## src/rtl/core/kait_pkg.sv

```systemverilog
// Shared types, constants and helpers of the key alias identity table.
// Used by kait_store, kait_engine and key_alias_identity_table.
package kait_pkg;

   localparam int TABLE_DEPTH = 64;
   localparam int IDX_W = (TABLE_DEPTH > 1) ? $clog2(TABLE_DEPTH) : 1;
   localparam int CNT_W = $clog2(TABLE_DEPTH + 1);
   localparam int KEY_W = 256;
   localparam int ALIAS_W = 32;
   localparam int PREFIX_W = 48;
   localparam logic [ALIAS_W-1:0] ALIAS_ALL_ONES = '1;

   typedef enum logic [1:0] {
      CMD_ASSIGN  = 2'd0,
      CMD_RESTORE = 2'd1,
      CMD_BY_ALIAS = 2'd2,
      CMD_BY_PREFIX = 2'd3
   } cmd_type;

   typedef enum logic [2:0] {
      ST_OK        = 3'd0,
      ST_BAD_KEY   = 3'd1,
      ST_FULL      = 3'd2,
      ST_REJECT    = 3'd3,
      ST_NOT_FOUND = 3'd4,
      ST_AMBIGUOUS = 3'd5
   } status_type;

   typedef enum logic [1:0] {
      S_IDLE   = 2'd0,
      S_SCAN   = 2'd1,
      S_FINISH = 2'd2,
      S_DONE   = 2'd3
   } state_type;

   typedef struct packed {
      logic [ALIAS_W-1:0] alias_val;
      logic [KEY_W-1:0]   key;
   } entry_type;

   typedef struct packed {
      cmd_type             command;
      logic [KEY_W-1:0]    key;
      logic                key_ok;
      logic [ALIAS_W-1:0]  alias_in;
      logic [6:0]          slot_index;
      logic [PREFIX_W-1:0] prefix;
   } req_type;

   typedef struct packed {
      status_type         status;
      logic [ALIAS_W-1:0] alias_val;
      logic [KEY_W-1:0]   key;
   } result_type;

   typedef struct packed {
      logic             wr_en;
      logic [IDX_W-1:0] wr_addr;
      entry_type        wr_data;
      logic             rd_en;
      logic [IDX_W-1:0] rd_addr;
   } mem_ctl_type;

   // Starting alias: 0 and all-ones both move on to 1.
   function automatic logic [ALIAS_W-1:0] alias_start(input logic [ALIAS_W-1:0] a);
      return (a == '0 || a == ALIAS_ALL_ONES) ? ALIAS_W'(1) : a;
   endfunction

   function automatic logic [ALIAS_W-1:0] alias_next(input logic [ALIAS_W-1:0] a);
      logic [ALIAS_W-1:0] n;
      n = a + ALIAS_W'(1);
      return (n == '0 || n == ALIAS_ALL_ONES) ? ALIAS_W'(1) : n;
   endfunction

endpackage

```

## src/rtl/core/kait_engine.sv

```systemverilog
// Command sequencer: scans the entry memory, resolves each command and
// appends new entries. Depends on kait_pkg and drives kait_store.
module kait_engine (
   input  logic                   clock,
   input  logic                   reset,
   input  logic                   req_valid,
   output logic                   req_ready,
   input  kait_pkg::req_type      req,
   output kait_pkg::mem_ctl_type  mem_ctl,
   input  kait_pkg::entry_type    rd_data,
   output logic                   res_valid,
   output kait_pkg::result_type   res,
   input  logic                   res_take
);

   kait_pkg::state_type state_ff, state_in;
   kait_pkg::req_type   req_ff, req_in;
   kait_pkg::result_type res_ff, res_in;
   kait_pkg::entry_type  saved_ff, saved_in;
   logic [kait_pkg::CNT_W-1:0]   count_ff, count_in;
   logic [kait_pkg::CNT_W-1:0]   idx_ff, idx_in;
   logic [kait_pkg::ALIAS_W-1:0] cand_ff, cand_in;
   logic rvalid_ff, rvalid_in;
   logic alias_phase_ff, alias_phase_in;
   logic found_ff, found_in;

   logic accept, pre_reject, key_eq, alias_eq, pre_eq;
   logic stop_hit, restart, scan_end, full;
   logic [kait_pkg::ALIAS_W-1:0] alias_ref;

   assign accept = req_valid && req_ready;
   assign full = (32'(count_ff) >= kait_pkg::TABLE_DEPTH);
   assign pre_reject = (32'(req.slot_index) != 32'(count_ff)) || full ||
                       req.alias_in == '0 || req.alias_in == kait_pkg::ALIAS_ALL_ONES ||
                       !req.key_ok;

   assign alias_ref = (req_ff.command == kait_pkg::CMD_ASSIGN) ? cand_ff : req_ff.alias_in;
   assign key_eq   = rvalid_ff && rd_data.key == req_ff.key;
   assign alias_eq = rvalid_ff && rd_data.alias_val == alias_ref;
   assign pre_eq   = rvalid_ff &&
      rd_data.key[kait_pkg::KEY_W-1 -: kait_pkg::PREFIX_W] == req_ff.prefix;

   always_comb begin
      stop_hit = 1'b0;
      restart = 1'b0;
      case (req_ff.command)
         kait_pkg::CMD_ASSIGN: begin
            stop_hit = !alias_phase_ff && key_eq;
            restart  = alias_phase_ff && alias_eq;
         end
         kait_pkg::CMD_RESTORE:   stop_hit = key_eq || alias_eq;
         kait_pkg::CMD_BY_ALIAS:  stop_hit = alias_eq;
         kait_pkg::CMD_BY_PREFIX: stop_hit = pre_eq && found_ff;
         default: stop_hit = 1'b0;
      endcase
   end

   assign scan_end = !stop_hit && !restart && idx_ff == count_ff;

   // next state
   always_comb begin
      state_in = state_ff;
      case (state_ff)
         kait_pkg::S_IDLE: begin
            if (accept) begin
               if ((req.command == kait_pkg::CMD_ASSIGN && !req.key_ok) ||
                   (req.command == kait_pkg::CMD_RESTORE && pre_reject)) begin
                  state_in = kait_pkg::S_DONE;
               end else begin
                  state_in = kait_pkg::S_SCAN;
               end
            end
         end
         kait_pkg::S_SCAN: begin
            if (stop_hit) begin
               state_in = kait_pkg::S_DONE;
            end else if (scan_end) begin
               state_in = kait_pkg::S_FINISH;
            end
         end
         kait_pkg::S_FINISH: begin
            if (req_ff.command == kait_pkg::CMD_ASSIGN && !alias_phase_ff && !full) begin
               state_in = kait_pkg::S_SCAN;
            end else begin
               state_in = kait_pkg::S_DONE;
            end
         end
         kait_pkg::S_DONE: begin
            if (res_take) begin
               state_in = kait_pkg::S_IDLE;
            end
         end
         default: state_in = kait_pkg::S_IDLE;
      endcase
   end

   // datapath and outputs
   always_comb begin
      req_in = req_ff;
      res_in = res_ff;
      saved_in = saved_ff;
      count_in = count_ff;
      idx_in = idx_ff;
      cand_in = cand_ff;
      rvalid_in = 1'b0;
      alias_phase_in = alias_phase_ff;
      found_in = found_ff;
      mem_ctl = '0;
      mem_ctl.wr_addr = count_ff[kait_pkg::IDX_W-1:0];
      mem_ctl.wr_data.key = req_ff.key;
      mem_ctl.wr_data.alias_val = alias_ref;
      mem_ctl.rd_addr = idx_ff[kait_pkg::IDX_W-1:0];
      case (state_ff)
         kait_pkg::S_IDLE: begin
            if (accept) begin
               req_in = req;
               idx_in = '0;
               alias_phase_in = 1'b0;
               found_in = 1'b0;
               cand_in = kait_pkg::alias_start(req.key[kait_pkg::KEY_W-1 -: kait_pkg::ALIAS_W]);
               res_in = '{status: (req.command == kait_pkg::CMD_ASSIGN) ?
                          kait_pkg::ST_BAD_KEY : kait_pkg::ST_REJECT,
                          alias_val: '0, key: '0};
            end
         end
         kait_pkg::S_SCAN: begin
            if (stop_hit) begin
               case (req_ff.command)
                  kait_pkg::CMD_RESTORE:
                     res_in = '{status: kait_pkg::ST_REJECT, alias_val: '0, key: '0};
                  kait_pkg::CMD_BY_PREFIX:
                     res_in = '{status: kait_pkg::ST_AMBIGUOUS, alias_val: '0, key: '0};
                  default:
                     res_in = '{status: kait_pkg::ST_OK, alias_val: rd_data.alias_val,
                                key: rd_data.key};
               endcase
            end else if (restart) begin
               // alias taken: bump candidate, rescan from slot 0
               cand_in = kait_pkg::alias_next(cand_ff);
               idx_in = '0;
            end else begin
               if (req_ff.command == kait_pkg::CMD_BY_PREFIX && pre_eq) begin
                  found_in = 1'b1;
                  saved_in = rd_data;
               end
               if (idx_ff != count_ff) begin
                  mem_ctl.rd_en = 1'b1;
                  rvalid_in = 1'b1;
                  idx_in = idx_ff + kait_pkg::CNT_W'(1);
               end
            end
         end
         kait_pkg::S_FINISH: begin
            case (req_ff.command)
               kait_pkg::CMD_ASSIGN: begin
                  if (!alias_phase_ff) begin
                     if (full) begin
                        res_in = '{status: kait_pkg::ST_FULL, alias_val: '0, key: '0};
                     end else begin
                        alias_phase_in = 1'b1;
                        idx_in = '0;
                     end
                  end else begin
                     mem_ctl.wr_en = 1'b1;
                     count_in = count_ff + kait_pkg::CNT_W'(1);
                     res_in = '{status: kait_pkg::ST_OK, alias_val: cand_ff, key: req_ff.key};
                  end
               end
               kait_pkg::CMD_RESTORE: begin
                  mem_ctl.wr_en = 1'b1;
                  count_in = count_ff + kait_pkg::CNT_W'(1);
                  res_in = '{status: kait_pkg::ST_OK, alias_val: req_ff.alias_in,
                             key: req_ff.key};
               end
               kait_pkg::CMD_BY_ALIAS:
                  res_in = '{status: kait_pkg::ST_NOT_FOUND, alias_val: '0, key: '0};
               default: begin
                  if (found_ff) begin
                     res_in = '{status: kait_pkg::ST_OK, alias_val: saved_ff.alias_val,
                                key: saved_ff.key};
                  end else begin
                     res_in = '{status: kait_pkg::ST_NOT_FOUND, alias_val: '0, key: '0};
                  end
               end
            endcase
         end
         default: ;
      endcase
   end

   assign req_ready = (state_ff == kait_pkg::S_IDLE);
   assign res_valid = (state_ff == kait_pkg::S_DONE);
   assign res = res_ff;

   always_ff @(posedge clock) begin
      if (reset) begin
         state_ff <= kait_pkg::S_IDLE;
         count_ff <= '0;
         rvalid_ff <= 1'b0;
      end else begin
         state_ff <= state_in;
         count_ff <= count_in;
         rvalid_ff <= rvalid_in;
      end
      req_ff <= req_in;
      res_ff <= res_in;
      saved_ff <= saved_in;
      idx_ff <= idx_in;
      cand_ff <= cand_in;
      alias_phase_ff <= alias_phase_in;
      found_ff <= found_in;
   end

endmodule

```

## config.mk

```make
export PLATFORM = sky130hd
export DESIGN_NAME = kait_engine
export DESIGN_NICKNAME = d
export VERILOG_FILES = /design/src/rtl/core/kait_pkg.sv /design/src/rtl/core/kait_engine.sv
export SDC_FILE = /design/constraint.sdc
export NUM_CORES = 2
export LEC_CHECK = 0
export BUFFER_PORTS_ARGS = -buffer_cell sky130_fd_sc_hd__buf_4
export CAP_MARGIN = 20
export CELL_PAD_IN_SITES_DETAIL_PLACEMENT = 1
export CELL_PAD_IN_SITES_GLOBAL_PLACEMENT = 2
export CORE_AREA = 2 2 486 488
export CTS_BUF_LIST = sky130_fd_sc_hd__clkbuf_8
export CTS_CLUSTER_SIZE = 25
export DETAILED_ROUTE_END_ITERATION = 10
export DIE_AREA = 0 0 488 490
export GPL_TIMING_DRIVEN = 0
export MAX_ROUTING_LAYER = met4
export PLACE_DENSITY_LB_ADDON = 0.1
export SYNTH_ARGS = -nofsm -noshare
export SYNTH_HDL_FRONTEND = slang
export SYNTH_SLANG_ARGS = --single-unit
```

## constraint.sdc

```tcl
create_clock -name clock -period 25.7 [get_ports clock]
set_input_delay 7.71 -clock clock [delete_from_list [all_inputs] [get_ports clock]]
set_output_delay 7.71 -clock clock [all_outputs]
set_load 0.03 [all_outputs]
```

=== Word level (Yosys, flattened, before mapping) ===
Cells that the tools add are included.

* Register bits after elaboration: 968
* Output and inout port bits: 595
* Word-level logic and storage cells: 149

* Mux-type cells: 51
* $lt $le $gt $ge: 1
* Add/subtract/negate cells: 3
* Reductions and logical operators: 46
* Bitwise gates (word level): 2
* Equality and inequality tests: 30

{| class="wikitable"
|+ Operators by type and width
! cell !! count
|-
| one-hot mux 291 bit (3 select lines) || 2
|-
| 2-to-1 mux 291 bit || 5
|-
| one-hot mux 291 bit (2 select lines) || 1
|-
| == test 256 bit || 1
|-
| 2-to-1 mux 32 bit || 6
|-
| == test 32 bit (second input constant) || 3
|-
| zero test 32 bit || 3
|-
| one-hot mux 32 bit (2 select lines) || 1
|-
| 2-to-1 mux 7 bit || 8
|-
| == test 48 bit || 1
|-
| adder 32 x 1 -> 32 bit (second input constant) || 1
|-
| == test 32 bit || 1
|-
| one-hot mux 7 bit (3 select lines) || 1
|-
| != test 2 bit (second input constant) || 9
|-
| adder 7 x 1 -> 7 bit (second input constant) || 2
|-
| logical AND 1 bit || 14
|-
| 2-to-1 mux 1 bit || 14
|-
| 2-to-1 mux 2 bit || 7
|-
| != test 7 bit || 2
|-
| one-hot mux 7 bit (2 select lines) || 1
|-
| AND reduction 4 bit || 3
|-
| AND reduction 3 bit || 3
|-
| == test 2 bit (second input constant) || 4
|-
| logical OR 1 bit || 8
|-
| 17 further kinds || 32
|}

=== Logic depth before layout (Yosys ltp) ===
* Word-level depth: 12
* Gate-level depth with buffers: 13
* Gate-level depth less buffers: 10

=== Worst setup path before layout ===
OpenSTA, ideal clock, no wires.

* Path kind: input to register
* Start point: input rd_data[282] (netlist bit)
* End point: register res_ff, in the netlist res[0] (enable)
* Library setup time: 1.098 ns
* Arrival: 25.149 ns
* Slack: -0.548 ns
* Data required time: 24.602 ns
* Path buffers: 0
* Cell stages on the path: 9
* Cell sequence: nor2b_1 -> a2111oi_0 -> o21ai_0 -> or4_4 -> and4bb_1 -> nand4_2 -> a32oi_4 -> a21oi_2 -> nor4_2

* Cells in the longest elaborated chain, start to end: 6

{| class="wikitable"
|+ RTL lines
! element !! RTL line !! text
|-
| start, declared || kait_engine.sv:10 || <nowiki>input kait_pkg::entry_type rd_data,</nowiki>
|-
| == test 32 bit * || kait_engine.sv:39 || <nowiki>assign alias_eq = rvalid_ff && rd_data.alias_val == alias_ref;</nowiki>
|-
| logical AND 1 bit * || kait_engine.sv:39 ||
|-
| logical OR 1 bit || kait_engine.sv:51 || <nowiki>kait_pkg::CMD_RESTORE: stop_hit = key_eq || alias_eq;</nowiki>
|-
| one-hot mux 1 bit (4 select lines) * || kait_engine.sv:46 || <nowiki>case (req_ff.command)</nowiki>
|-
| != test 2 bit (no line) * || - ||
|-
| AND reduction 4 bit (no line) * || - ||
|-
| end signal, assigned || kait_engine.sv:206 || <nowiki>res_ff <= res_in;</nowiki>
|-
| end, declared || kait_engine.sv:18 || <nowiki>kait_pkg::result_type res_ff, res_in;</nowiki>
|}

Every way passes the cells marked *; elsewhere a longest branch is shown, timed or not.
A chain may end at the register's enable or synchronous reset.

==> impl_metrics.ini <==
[worst_setup_path]
startpoint_type = input port
worst-path-max-fanout = 7
cp_data_required_time_ps = 17990
reg2reg_to = res[158]
crit-reg2reg-launch = rvalid_ff
timing_worst_setup_path_type = input port to output pin
crit_path_end_kind = output pin
reg2reg_slack_ps = 18800
worst_ep_arrival_time_ps = 12150
reg2regPathDepth = 17

[logic_synthesis]
synth_edf_count = 958
synth_top_cells_by_count = 958 x sky130_fd_sc_hd__edfxtp_1, 355 x sky130_fd_sc_hd__nor2b_1, 291 x sky130_fd_sc_hd__a22oi_1, 279 x sky130_fd_sc_hd__a22o_1, 271 x sky130_fd_sc_hd__buf_4
yosysSeqAreaShare_pct = 62.7
yosysUniqueCellTypes = 74
mappedNetlistArea_mm2 = 0.0462
postSynthRegisterBits = 968
synth_fp_nets = 4187
synth_most_common_cell = sky130_fd_sc_hd__edfxtp_1
netlist.area_leader.share_pct = 62.3
asyncSetResetFlopFracSynth_pct = 0
synth_area_per_cell_um2 = 13.1
synthesis.yosys.warnings = 0
post_synth_inst_count = 3540
synth.area.top_cells = sky130_fd_sc_hd__edfxtp_1 62%, sky130_fd_sc_hd__a22o_1 5.3%, sky130_fd_sc_hd__nor2b_1 4.8%, sky130_fd_sc_hd__a22oi_1 4.7%, sky130_fd_sc_hd__buf_4 4.4%
ys_dominant_reg_cell = sky130_fd_sc_hd__edfxtp_1
synthDominantAreaCellType = sky130_fd_sc_hd__edfxtp_1

[clocking]
clock-sinks = 968
post_cts_hold_buffer_count = 0
post_cts_resize_count = 0
cts_tree = built
numCtsBuffers = 200
root_buffer = sky130_fd_sc_hd__clkbuf_8
clk-insertion-delay-late_ps = 1020
post_cts_buffers = 0
clock_tree.buffer_depth = 3
clkSlewWorstSetupHoldPaths_ps = 60
h-tree-depth = 4

[timing]
tightestPinTransition_ps = 1200
timing_max_transition_violations_final = 0
max-slew-margin-rel_pct = 19.3
final.period_utilization_pct = 77.3
setup_skew_after_layout_ps = 73.8
period_minus_slack_ps = 19860
setup_violations = 0
grt_setup_unrepaired = no
post-route-worst-setup-slack_ps = 5840
fmax_ghz = 0.0504
hold_violations = 0

[place]
final_weighted_congestion_of_routability_driven_global_placement = 0.885
detailedPlace.worstSlack_ps = 5880
detailed_place_hpwl_um = 268000
port-buffer-count = 1232
placedInstanceArea_mm2 = 0.0606

[die]
die-height_um = 490
placement_rows = 178
dieWidth_um = 488
floorplan.initialDensity_pct = 19.7
fp.coreArea_mm2 = 0.234
die-area_mm2 = 0.239
num_io_pins = 1233

[route]
vias_per_cell = 4.54
routedWlPerCell_um = 38.5
drt-pass1-iter-count = 8
dr_vias = 38100
postRouteWirelength_um = 324000
drt_initial_violations = 2946
remaining_number_of_nets_flagged_by_the_antenna_check_after_routing = 0
drc_errors = 0

[flow_run]
drv_cap = 0

[power]
vdd_drop_max_mv = 0.0468
pwr_density_mw_per_mm2 = 125
leakagePower_nw = 24.3

[cells_and_area]
layout-drive-gt1-share_pct = 35.9
fin_area_mm2 = 0.0643
area.growth.synth_to_final_pct = 39.2
finalNetCount = 5692

[hold_path]
worstHoldEndpoint = count_ff[6]
worstHoldStart = count_ff[6]
worstHoldPathCells = 2
min-delay-path-class = register to register

[grt]
grt_first_pass_wirelength_um = 411000
groute.usage.overall_pct = 27.0
number_of_global_route_vias_before_repair = 39400
maximum_number_of_pins_on_one_net_before_global_route_repair = 63
grt_overflow = 0
grt_antenna_before_repair = 96

[outcome]
outcome = finished clean
[cell usage in the layout, fill, tap and decap left out, types with 70 or more instances in the layout]
master                        n
sky130_fd_sc_hd__buf_4     1509
sky130_fd_sc_hd__xnor2_1    138
sky130_fd_sc_hd__nand2_1    116
sky130_fd_sc_hd__xor2_1     104
sky130_fd_sc_hd__nor2b_1    355
sky130_fd_sc_hd__clkbuf_1   158
sky130_fd_sc_hd__inv_1      212
sky130_fd_sc_hd__o21ai_0     82
sky130_fd_sc_hd__a22oi_1    291
sky130_fd_sc_hd__nand4_1     75
sky130_fd_sc_hd__a22o_1     279
sky130_fd_sc_hd__nor4_1      70
sky130_fd_sc_hd__clkbuf_8   202
sky130_fd_sc_hd__edfxtp_1   958
[critical path, stage by stage]
cell	delay [ps]
sky130_fd_sc_hd__buf_4	120
sky130_fd_sc_hd__xor2_1	240
sky130_fd_sc_hd__nor4_2	900
sky130_fd_sc_hd__nand4_1	610
sky130_fd_sc_hd__nor4_1	640
sky130_fd_sc_hd__nand4_1	680
sky130_fd_sc_hd__a32oi_4	590
sky130_fd_sc_hd__and2_1	260
sky130_fd_sc_hd__nor2_1	70
sky130_fd_sc_hd__buf_4	120
sky130_fd_sc_hd__buf_4	170
[power breakdown]
part / total, mW / switching (mW) / internal, mW
clock network: 1.58 / 0.804 / 0.775
registers: 2.71 / 0.424 / 2.29
logic: 3.73 / 2.53 / 1.20
total: 8.03 / 3.76 / 4.27
[flip-flops by register name, indices dropped and copies added (netlist names)]
name	count
alias_phase_ff	1
cand_ff	32
count_ff	7
found_ff	1
idx_ff	7
mem_ctl	256
req_ff	82
res	291
rvalid_ff	1
saved_ff	288
state_ff	2
[layout make-up]
cell class,count,area [um2]
fill,25900,170000
buffer,472,2820
clock buffer,202,2780
tap,3150,3940
inverter,142,533
antenna,54,135
timing repair buffer,1303,10300
clock inverter,155,852
sequential,968,29000
multi-input combinational,1958,14000
[kinds of logic (layout without fill, tap and decap cells)]
family                   count (synthesis)  in the layout  share of synthesized area (%)
other                                    0             54                              0
AND/OR/NAND/NOR                        847            847                           10.7
AO/OA/AOI/OAI                          835            835                           14.0
XOR/XNOR                               248            248                           4.70
flip-flops                             968            968                           62.7
buffers and inverters                  614           2274                           7.25
multiplexers                            19             19                          0.436
adder cells (fa/ha/maj)                  9              9                          0.244
[stage by stage]
step	total power, mW	instances	TNS, ps	hold slack (ps)	utilization (%)
3_3_place_gp	6.67	7922	-1573290	613	25.4
4_1_cts	8.17	8350	0	634	27.4
2_1_floorplan	4.48	3540	0	518	-
6_report	8.03	8404	0	620	27.5
5_1_grt	8.34	8394	0	686	27.5
3_5_place_dp	6.54	7993	0	625	25.9
[routing by layer]
metal	part of all wire (%)	track usage (%)	vias to the layer above
li1	-	-	16400
met1	40	31.5	19900
met2	51	46.8	1550
met3	6.4	6.17	321
met4	2.2	6.28	0
met5	0	-	-
[how the worst max path moves through the flow]
stage                 startpoint  cells after the start         end
finish               rd_data[66]                     11  mem_ctl[6]
global route         rd_data[66]                     11  mem_ctl[6]
CTS                  rd_data[66]                     11  mem_ctl[6]
detailed placement   rd_data[66]                     11  mem_ctl[6]
global placement    rd_data[254]                      9    res[166]
floorplan           rd_data[282]                      9      res[0]
(Power assumes the default switching activity.)
